### src/rtl/ssa_pkg.sv
// Shared types and constants for the sector space allocator.
// Used by the controller, the datapath, the top level and the checker; depends on nothing.
package ssa_pkg;

    localparam int ADDR_BITS  = 32;                 // write pointer width, 16..32
    localparam int ADDR_OUT_W = 32;                 // block_address field width
    localparam int SIZE_W     = 16;                 // block_size and free space width
    localparam int LOG2_W     = 4;                  // page_size_log2 register width
    localparam int PCT_W      = 7;                  // fill_percent width
    localparam int COST_W     = SIZE_W + 2;         // header plus aligned block
    localparam int TOT_W      = ADDR_BITS + 1;      // used plus free
    localparam int DIVD_W     = ADDR_BITS + PCT_W;  // used times 100
    localparam int CFG_W      = 32;
    localparam int CFG_IDX_W  = 2;
    localparam int DIV_STEPS  = PCT_W;
    localparam int CNT_W      = $clog2(DIV_STEPS);

    localparam logic [5:0]          HDR_BYTES   = 6'd32;
    localparam logic [PCT_W-1:0]    PCT_SCALE   = 7'd100;
    localparam logic [LOG2_W-1:0]   RST_LOG2    = 4'd5;
    localparam logic [CFG_W-1:0]    RST_BASE    = 32'd0;
    localparam logic [SIZE_W-1:0]   RST_CAP     = 16'd65504;

    localparam logic [CFG_IDX_W-1:0] CFG_PAGE_LOG2 = 2'd0;
    localparam logic [CFG_IDX_W-1:0] CFG_BASE      = 2'd1;
    localparam logic [CFG_IDX_W-1:0] CFG_CAPACITY  = 2'd2;

    localparam logic OP_ALLOC = 1'b0;
    localparam logic OP_OPEN  = 1'b1;

    localparam int IN_DATA_W  = 16;   // block_size
    localparam int OUT_DATA_W = 56;   // block_address, free_bytes, fill_percent, pad

    // Commands from the controller to the datapath.
    typedef struct packed {
        logic load_in;    // capture the accepted request
        logic update;     // apply open or allocation to the sector state
        logic calc_used;  // compute used space from the new pointer
        logic mult;       // form used*100 and the divisor
        logic div_step;   // one restoring division step
        logic load_out;   // move the result into the output register
    } ssa_cmd_t;

endpackage

### src/rtl/ssa_ctrl.sv
// Controller state machine of the sector space allocator.
// Sequences one request through the datapath; uses ssa_pkg.
module ssa_ctrl (
    input  logic              aclk,
    input  logic              aresetn,
    input  logic              s_tvalid,
    output logic              s_tready,
    output logic              m_tvalid,
    input  logic              m_tready,
    output ssa_pkg::ssa_cmd_t cmd
);

    typedef enum logic [2:0] {
        ST_IDLE,
        ST_UPDATE,
        ST_USED,
        ST_MULT,
        ST_DIV,
        ST_FIN
    } state_t;

    state_t                      state_reg, state_next;
    logic [ssa_pkg::CNT_W-1:0]   cnt_reg, cnt_next;
    logic                        valid_reg, valid_next;
    logic                        out_free;

    assign out_free = !valid_reg || m_tready;
    assign s_tready = (state_reg == ST_IDLE);
    assign m_tvalid = valid_reg;

    always_comb begin
        state_next = state_reg;
        cnt_next   = cnt_reg;
        valid_next = valid_reg && !m_tready;
        cmd        = '0;
        unique case (state_reg)
            ST_IDLE: begin
                if (s_tvalid) begin
                    cmd.load_in = 1'b1;
                    state_next  = ST_UPDATE;
                end
            end
            ST_UPDATE: begin
                cmd.update = 1'b1;
                state_next = ST_USED;
            end
            ST_USED: begin
                cmd.calc_used = 1'b1;
                state_next    = ST_MULT;
            end
            ST_MULT: begin
                cmd.mult   = 1'b1;
                cnt_next   = '0;
                state_next = ST_DIV;
            end
            ST_DIV: begin
                cmd.div_step = 1'b1;
                cnt_next     = cnt_reg + 1'b1;
                if (cnt_reg == ssa_pkg::CNT_W'(ssa_pkg::DIV_STEPS - 1)) begin
                    state_next = ST_FIN;
                end
            end
            ST_FIN: begin
                if (out_free) begin
                    cmd.load_out = 1'b1;
                    valid_next   = 1'b1;
                    state_next   = ST_IDLE;
                end
            end
            default: state_next = ST_IDLE;
        endcase
    end

    always_ff @(posedge aclk) begin
        if (!aresetn) begin
            state_reg <= ST_IDLE;
            cnt_reg   <= '0;
            valid_reg <= 1'b0;
        end else begin
            state_reg <= state_next;
            cnt_reg   <= cnt_next;
            valid_reg <= valid_next;
        end
    end

endmodule

### src/rtl/ssa_datapath.sv
// Datapath of the sector space allocator: configuration registers, sector state,
// cost check, used-space multiply, restoring divider and output register; uses ssa_pkg.
module ssa_datapath (
    input  logic                                aclk,
    input  logic                                aresetn,
    input  logic                                cfg_wr_en,
    input  logic [ssa_pkg::CFG_IDX_W-1:0]       cfg_addr,
    input  logic [ssa_pkg::CFG_W-1:0]           cfg_wdata,
    input  logic [ssa_pkg::IN_DATA_W-1:0]       s_tdata,
    input  logic                                s_tuser,
    input  ssa_pkg::ssa_cmd_t                   cmd,
    output logic [ssa_pkg::OUT_DATA_W-1:0]      m_tdata,
    output logic                                m_tuser
);

    localparam int AB     = ssa_pkg::ADDR_BITS;
    localparam int SW     = ssa_pkg::SIZE_W;
    localparam int CW     = ssa_pkg::COST_W;
    localparam int TW     = ssa_pkg::TOT_W;
    localparam int DW     = ssa_pkg::DIVD_W;
    localparam int PW     = ssa_pkg::PCT_W;

    // Configuration registers.
    logic [ssa_pkg::LOG2_W-1:0] log2_reg;
    logic [ssa_pkg::CFG_W-1:0]  base_reg;
    logic [SW-1:0]              cap_reg;

    // Sector state.
    logic [AB-1:0] wp_reg, wp_next;
    logic [SW-1:0] free_reg, free_next;

    // Request and working registers.
    logic          op_reg;
    logic [SW-1:0] size_reg;
    logic          granted_reg;
    logic [AB-1:0] addr_reg;
    logic [AB-1:0] used_reg;
    logic          tot_zero_reg;
    logic [DW-1:0] rem_reg;
    logic [DW-1:0] dvs_reg;
    logic [PW-1:0] quo_reg;

    logic [ssa_pkg::OUT_DATA_W-1:0] out_data_reg;
    logic                           out_user_reg;

    // Cost of an allocation: header plus size rounded up to the page.
    logic [CW-1:0] page_m1;
    logic [CW-1:0] aligned;
    logic [CW-1:0] cost;
    logic          fits;
    logic [AB-1:0] base_trunc;
    logic [TW-1:0] total;
    logic [DW-1:0] rem_diff;
    logic          rem_ge;
    logic [PW-1:0] fill;

    assign base_trunc = base_reg[AB-1:0];
    assign page_m1 = (CW'(1) << log2_reg) - CW'(1);
    assign aligned = (CW'(size_reg) + page_m1) & ~page_m1;
    assign cost    = CW'(ssa_pkg::HDR_BYTES) + aligned;
    assign fits    = CW'(free_reg) >= cost;

    assign total    = TW'(used_reg) + TW'(free_reg);
    assign rem_diff = rem_reg - dvs_reg;
    assign rem_ge   = rem_reg >= dvs_reg;
    assign fill     = tot_zero_reg ? '0 : quo_reg;

    always_comb begin
        wp_next   = wp_reg;
        free_next = free_reg;
        if (op_reg == ssa_pkg::OP_OPEN) begin
            wp_next   = base_trunc + AB'(ssa_pkg::HDR_BYTES);
            free_next = cap_reg;
        end else if (fits) begin
            wp_next   = wp_reg + AB'(cost);
            free_next = SW'(CW'(free_reg) - cost);
        end
    end

    always_ff @(posedge aclk) begin
        if (!aresetn) begin
            log2_reg <= ssa_pkg::RST_LOG2;
            base_reg <= ssa_pkg::RST_BASE;
            cap_reg  <= ssa_pkg::RST_CAP;
            wp_reg   <= ssa_pkg::RST_BASE[AB-1:0] + AB'(ssa_pkg::HDR_BYTES);
            free_reg <= ssa_pkg::RST_CAP;
        end else begin
            if (cfg_wr_en) begin
                case (cfg_addr)
                    ssa_pkg::CFG_PAGE_LOG2: log2_reg <= cfg_wdata[ssa_pkg::LOG2_W-1:0];
                    ssa_pkg::CFG_BASE:      base_reg <= cfg_wdata;
                    ssa_pkg::CFG_CAPACITY:  cap_reg  <= cfg_wdata[SW-1:0];
                    default: ;
                endcase
            end
            if (cmd.update) begin
                wp_reg   <= wp_next;
                free_reg <= free_next;
            end
        end
    end

    // Payload and working registers need no reset.
    always_ff @(posedge aclk) begin
        if (cmd.load_in) begin
            op_reg   <= s_tuser;
            size_reg <= s_tdata[SW-1:0];
        end
        if (cmd.update) begin
            granted_reg <= (op_reg == ssa_pkg::OP_ALLOC) && fits;
            addr_reg    <= wp_reg;
        end
        if (cmd.calc_used) begin
            used_reg <= wp_reg - base_trunc - AB'(ssa_pkg::HDR_BYTES);
        end
        if (cmd.mult) begin
            rem_reg      <= DW'(used_reg) * DW'(ssa_pkg::PCT_SCALE);
            // The quotient is below 128, so the divisor starts six places up.
            dvs_reg      <= DW'(total) << (PW - 1);
            tot_zero_reg <= (total == '0);
            quo_reg      <= '0;
        end
        if (cmd.div_step) begin
            if (rem_ge) begin
                rem_reg <= rem_diff;
            end
            quo_reg <= {quo_reg[PW-2:0], rem_ge};
            dvs_reg <= dvs_reg >> 1;
        end
        if (cmd.load_out) begin
            out_user_reg <= granted_reg;
            out_data_reg <= {1'b0, fill, free_reg,
                             granted_reg ? ssa_pkg::ADDR_OUT_W'(addr_reg) : '0};
        end
    end

    assign m_tdata = out_data_reg;
    assign m_tuser = out_user_reg;

endmodule

### src/rtl/sector_space_allocator.sv
// Top level of the sector space allocator: request and result streams, config port.
// Instantiates ssa_ctrl and ssa_datapath; uses ssa_pkg.
//
// Each request either opens the flash sector (tuser 1) or allocates a block of
// s_tdata bytes (tuser 0), costing a 32-byte header plus the size rounded up to
// the page size. One request is handled at a time. After a request is accepted,
// the controller runs the state update, used-space and multiply steps, then the
// bit-per-cycle restoring divider that forms the fill percentage, and then loads
// the result into the output register, waiting while an earlier result is still
// held there by m_tready. The controller then returns to idle, and the next request
// is accepted once that result is loaded, even while it still waits for
// m_tready. Configuration writes take effect at once and should only be issued
// while no request is in flight.
module sector_space_allocator (
    input  logic                               aclk,
    input  logic                               aresetn,
    // Configuration write port.
    input  logic                               cfg_wr_en,
    input  logic [ssa_pkg::CFG_IDX_W-1:0]      cfg_addr,
    input  logic [ssa_pkg::CFG_W-1:0]          cfg_wdata,
    // Request channel.
    input  logic                               s_tvalid,
    output logic                               s_tready,
    input  logic [ssa_pkg::IN_DATA_W-1:0]      s_tdata,   // [15:0] block_size
    input  logic                               s_tuser,   // [0] opcode
    // Result channel.
    output logic                               m_tvalid,
    input  logic                               m_tready,
    // [31:0] block_address, [47:32] free_bytes, [54:48] fill_percent, [55] zero
    output logic [ssa_pkg::OUT_DATA_W-1:0]     m_tdata,
    output logic                               m_tuser    // [0] granted
);

    ssa_pkg::ssa_cmd_t cmd;

    ssa_ctrl u_ctrl (
        .aclk     (aclk),
        .aresetn  (aresetn),
        .s_tvalid (s_tvalid),
        .s_tready (s_tready),
        .m_tvalid (m_tvalid),
        .m_tready (m_tready),
        .cmd      (cmd)
    );

    ssa_datapath u_dp (
        .aclk      (aclk),
        .aresetn   (aresetn),
        .cfg_wr_en (cfg_wr_en),
        .cfg_addr  (cfg_addr),
        .cfg_wdata (cfg_wdata),
        .s_tdata   (s_tdata),
        .s_tuser   (s_tuser),
        .cmd       (cmd),
        .m_tdata   (m_tdata),
        .m_tuser   (m_tuser)
    );

endmodule

### config.mk
export PLATFORM = sky130hd
export DESIGN_NAME = sector_space_allocator
export DESIGN_NICKNAME = d
export VERILOG_FILES = /design/src/rtl/ssa_pkg.sv /design/src/rtl/ssa_ctrl.sv /design/src/rtl/ssa_datapath.sv /design/src/rtl/sector_space_allocator.sv
export SDC_FILE = /design/constraint.sdc
export NUM_CORES = 1
export LEC_CHECK = 0
export ABC_AREA = 1
export BUFFER_PORTS_ARGS = -buffer_cell sky130_fd_sc_hd__buf_2
export CORE_MARGIN = 4
export CORE_UTILIZATION = 60
export CTS_BUF_LIST = sky130_fd_sc_hd__clkbuf_8
export CTS_CLUSTER_SIZE = 8
export DETAILED_ROUTE_END_ITERATION = 8
export MAX_ROUTING_LAYER = met4
export PLACE_DENSITY = 0.79
export SETUP_SLACK_MARGIN = 0.4
export SYNTH_ARGS = -nofsm -noshare
export SYNTH_HDL_FRONTEND = slang
export SYNTH_SLANG_ARGS = --single-unit
### constraint.sdc
create_clock -name aclk -period 5.24 [get_ports aclk]
set_input_delay 1.572 -clock aclk [delete_from_list [all_inputs] [get_ports aclk]]
set_output_delay 1.572 -clock aclk [all_outputs]
set_load 0.03 [all_outputs]
==> results.tsv <==
stage	metric	value	unit
status	status	completed	
worst_setup_path	cp.required	5.76	ns
synth	ys_async_sr_fraction	0	%
final_layout	instances_no_fill	4283	
sta	finalMaxSlewViolations	0	
synth	yosys_most_used_dff	edfxtp_1	
synth	synth_top_area_share	21.52	%
clock_tree	hold_buffers	0	
worst_setup_path	crit_path_max_fanout	6	
sta	setup_viol	0	
global_routing	antenna_found_initial	0	
synth	netlist_area	0.02568	sq mm
clock_tree	clkSinkCount	331	
global_routing	grt_pass1_vias	22300	
min_path	min-delay-path-class	flip-flop to flip-flop	
routing	vias_per_cell	5.568	
worst_setup_path	crit_slowest_cell	dfxtp_4	
clock_tree	root_buffer	clkbuf_8	
worst_setup_path	critPathMaxStageDelay	0.40	ns
clock_tree	cts_made_buffers	56	
clock_tree	htreeDepth	2	
die	core	0.04213	sq mm
routing	first_pass_iters	6	
final_layout	largest_reg_flops	55	
final_layout	syn_to_final_growth	15.36	%
sta	rsz0062_at_grt	yes	
sta	fin_crit	5.003	ns
synth	yosysTopAreaCell	edfxtp_1	
placement	io_buffers	113	
worst_setup_path	path_buf_inv	8	
worst_setup_path	critical_path.startpoint_type	flip-flop	
die	rows	75	
worst_setup_path	startpoint	u_dp.log2_reg[1]	
worst_setup_path	worstReg2RegStart	u_dp.log2_reg[1]	
synth	synth_cell_types	53	
die	pin_count	115	
clock_tree	path_clk_slew	0.06	ns
routing	routed_wl	71730	um
routing	dr_total_vias	23850	
sta	tightest_slew	1.133	ns
synth	ys_top_cells_by_area	edfxtp_1 (22%), ha_1 (13%), dfxtp_1 (11%)	
placement	gp_congestion	1.048	
synth	yosysSeqAreaShare	32.98	%
placement	dp.cells	4124	
clock_tree	insertion_delay	0.67	ns
sta	fin_skew	0.05459	ns
clock_tree	cts_tree	built	
sta	finalHoldViolCount	0	
synth	synth_edf_count	184	
final_layout	fin_util	70.30	%
synth	ys_warn_count	0	
placement	place_area	0.02696	sq mm
min_path	worstHoldStart	u_dp.cap_reg[4]	
synth	ys_ff_latch	331	
routing	ant_nets	0	
routing	drc	0	
final_layout	fin_nets	4059	
worst_setup_path	cpMostUsedCell	nand2_1	
die	start_util	60.94	%
die	die_area	0.04617	sq mm
final_layout	drive_above_1_share	12.95	%
worst_setup_path	arrival	5.52	ns
sta	finalCritPeriodShare	95.48	%
worst_setup_path	critPathKind	flip-flop to flip-flop	
sta	timing.slew.headroom	24.22	%
routing	drtIter0Drc	2325	
worst_setup_path	cp-end-kind	flip-flop	
placement	place_hpwl	52610	um
global_routing	grt_overflow	0	
global_routing	grt_use_total	30.32	%
job	drv_cap	0	
global_routing	grt_max_degree	76	
die	die_width	214.9	um
global_routing	grt_first_pass_wirelength	112400	um
synth	synthCells	3508	
routing	avgRoutedWirePerCell	16.75	um
worst_setup_path	cpLargestDelayFamily	simple AND/OR/NAND/NOR gates	
final_layout	diodes	0	
synth	synth.avg_cell_area	7.319	sq um
clock_tree	cts.path.max_buffers	3	
die	dieHeight	214.9	um
sta	fmaxAchievable	0.1999	GHz
final_layout	final_area	0.02962	sq mm
[worst min-delay path: cells and delay by family (launching register included)]
kind | cells | cell delay, ns
AOI/OAI and AO/OA | 1 | 0.05
buffers and inverters | 1 | 0.06
DFF | 1 | 0.30
[metrics by stage]
step	hold WS [ns]	setup slack [ns]	setup TNS, ns
floorplan	0.4287	0.5842	0
CTS	0.4562	0.4023	0
finish	0.4557	0.2366	0
detailed placement	0.4469	-0.03455	-0.03455
global route	0.4685	0.02079	0
global placement	0.4398	0.05551	0
[final cells by class]
cell class | count | area (sq um)
multi-input cells | 2480 | 15420
fillers | 3491 | 12510
flip-flops and latches | 331 | 8483
inverters | 624 | 2355
repair buffers | 203 | 1533
clock buffers | 68 | 935.9
well taps | 539 | 674.4
clock inverters | 38 | 221.5
[synthesized netlist by cell type (all sizes together) (2+ instances only)]
| master | count |
|---|---|
| xnor2 | 41 |
| dfxtp | 147 |
| buf | 19 |
| a31oi | 31 |
| o31ai | 5 |
| edfxtp | 184 |
| o2111ai | 2 |
| nor3b | 4 |
| a221oi | 5 |
| ha | 274 |
| nand2 | 754 |
| o21bai | 13 |
| fa | 33 |
| clkbuf | 56 |
| nor4 | 13 |
| clkinv | 4 |
| xor2 | 94 |
| inv | 620 |
| nand4 | 26 |
| nor2 | 349 |
| nor3 | 38 |
| a21boi | 11 |
| a22oi | 2 |
| or2 | 25 |
| nand3b | 9 |
| and3 | 2 |
| o21a | 8 |
| nand3 | 176 |
| a21oi | 259 |
| o311ai | 2 |
| o211ai | 9 |
| a21o | 17 |
| and2 | 2 |
| o221ai | 3 |
| o21ai | 265 |
[cell families after synthesis]
logic type / Yosys count / synth area share (%)
AOI/OAI and AO/OA: 634 / 13.37
xor gates and xnor gates: 135 / 4.634
adders and majority gates: 307 / 15.93
buffers and inverters: 699 / 10.38
DFF: 331 / 32.98
muxes: 1 / 0.03899
other: 1 / 0.01461
and+or+nand+nor: 1400 / 22.65
[cells in the final DEF (no fill, tap or decap), drive strengths merged, types with 13 or more instances in the layout]
master / count
nor4: 13
clkbuf: 75
o21ai: 265
nand2: 755
ha: 274
nand4: 26
nand3: 176
buf: 196
a21o: 17
xor2: 94
inv: 642
or2: 25
nor2: 349
nor3: 38
a21oi: 259
edfxtp: 184
clkinv: 18
fa: 33
a31oi: 31
dfxtp: 147
xnor2: 41
o21bai: 13
[per-layer routing]
layer	vias up	share of wire (%)	wire [um]	global-route usage [%]
li1	11840	-	-	-
met1	10860	42	30440	39.98
met2	932	46	32900	48.23
met3	226	7.0	5032	3.616
met4	0	4.7	3353	11.69
met5	-	0	0	-
[path summary, 6_finish.rpt]
check,to,slack [ns],depth (start not counted)
max,u_dp.free_reg[9],0.24,38
min,u_dp.cap_reg[4],0.46,2
max reg2reg,u_dp.free_reg[9],0.24,38
min reg2reg,u_dp.cap_reg[4],0.46,2
[what timing repair did]
| action | CTS | global route |
|---|---|---|
| setup endpoints to repair | 48 | 49 |
| gates resized for setup | 66 | 148 |
| pin swaps | 15 | 61 |
| cloned | 4 | 11 |
| buffers inserted | 12 | 26 |
Power is left out: the tool's default activity adds up to more than one toggle a clock period on the data nets, which glitch-free logic cannot reach.
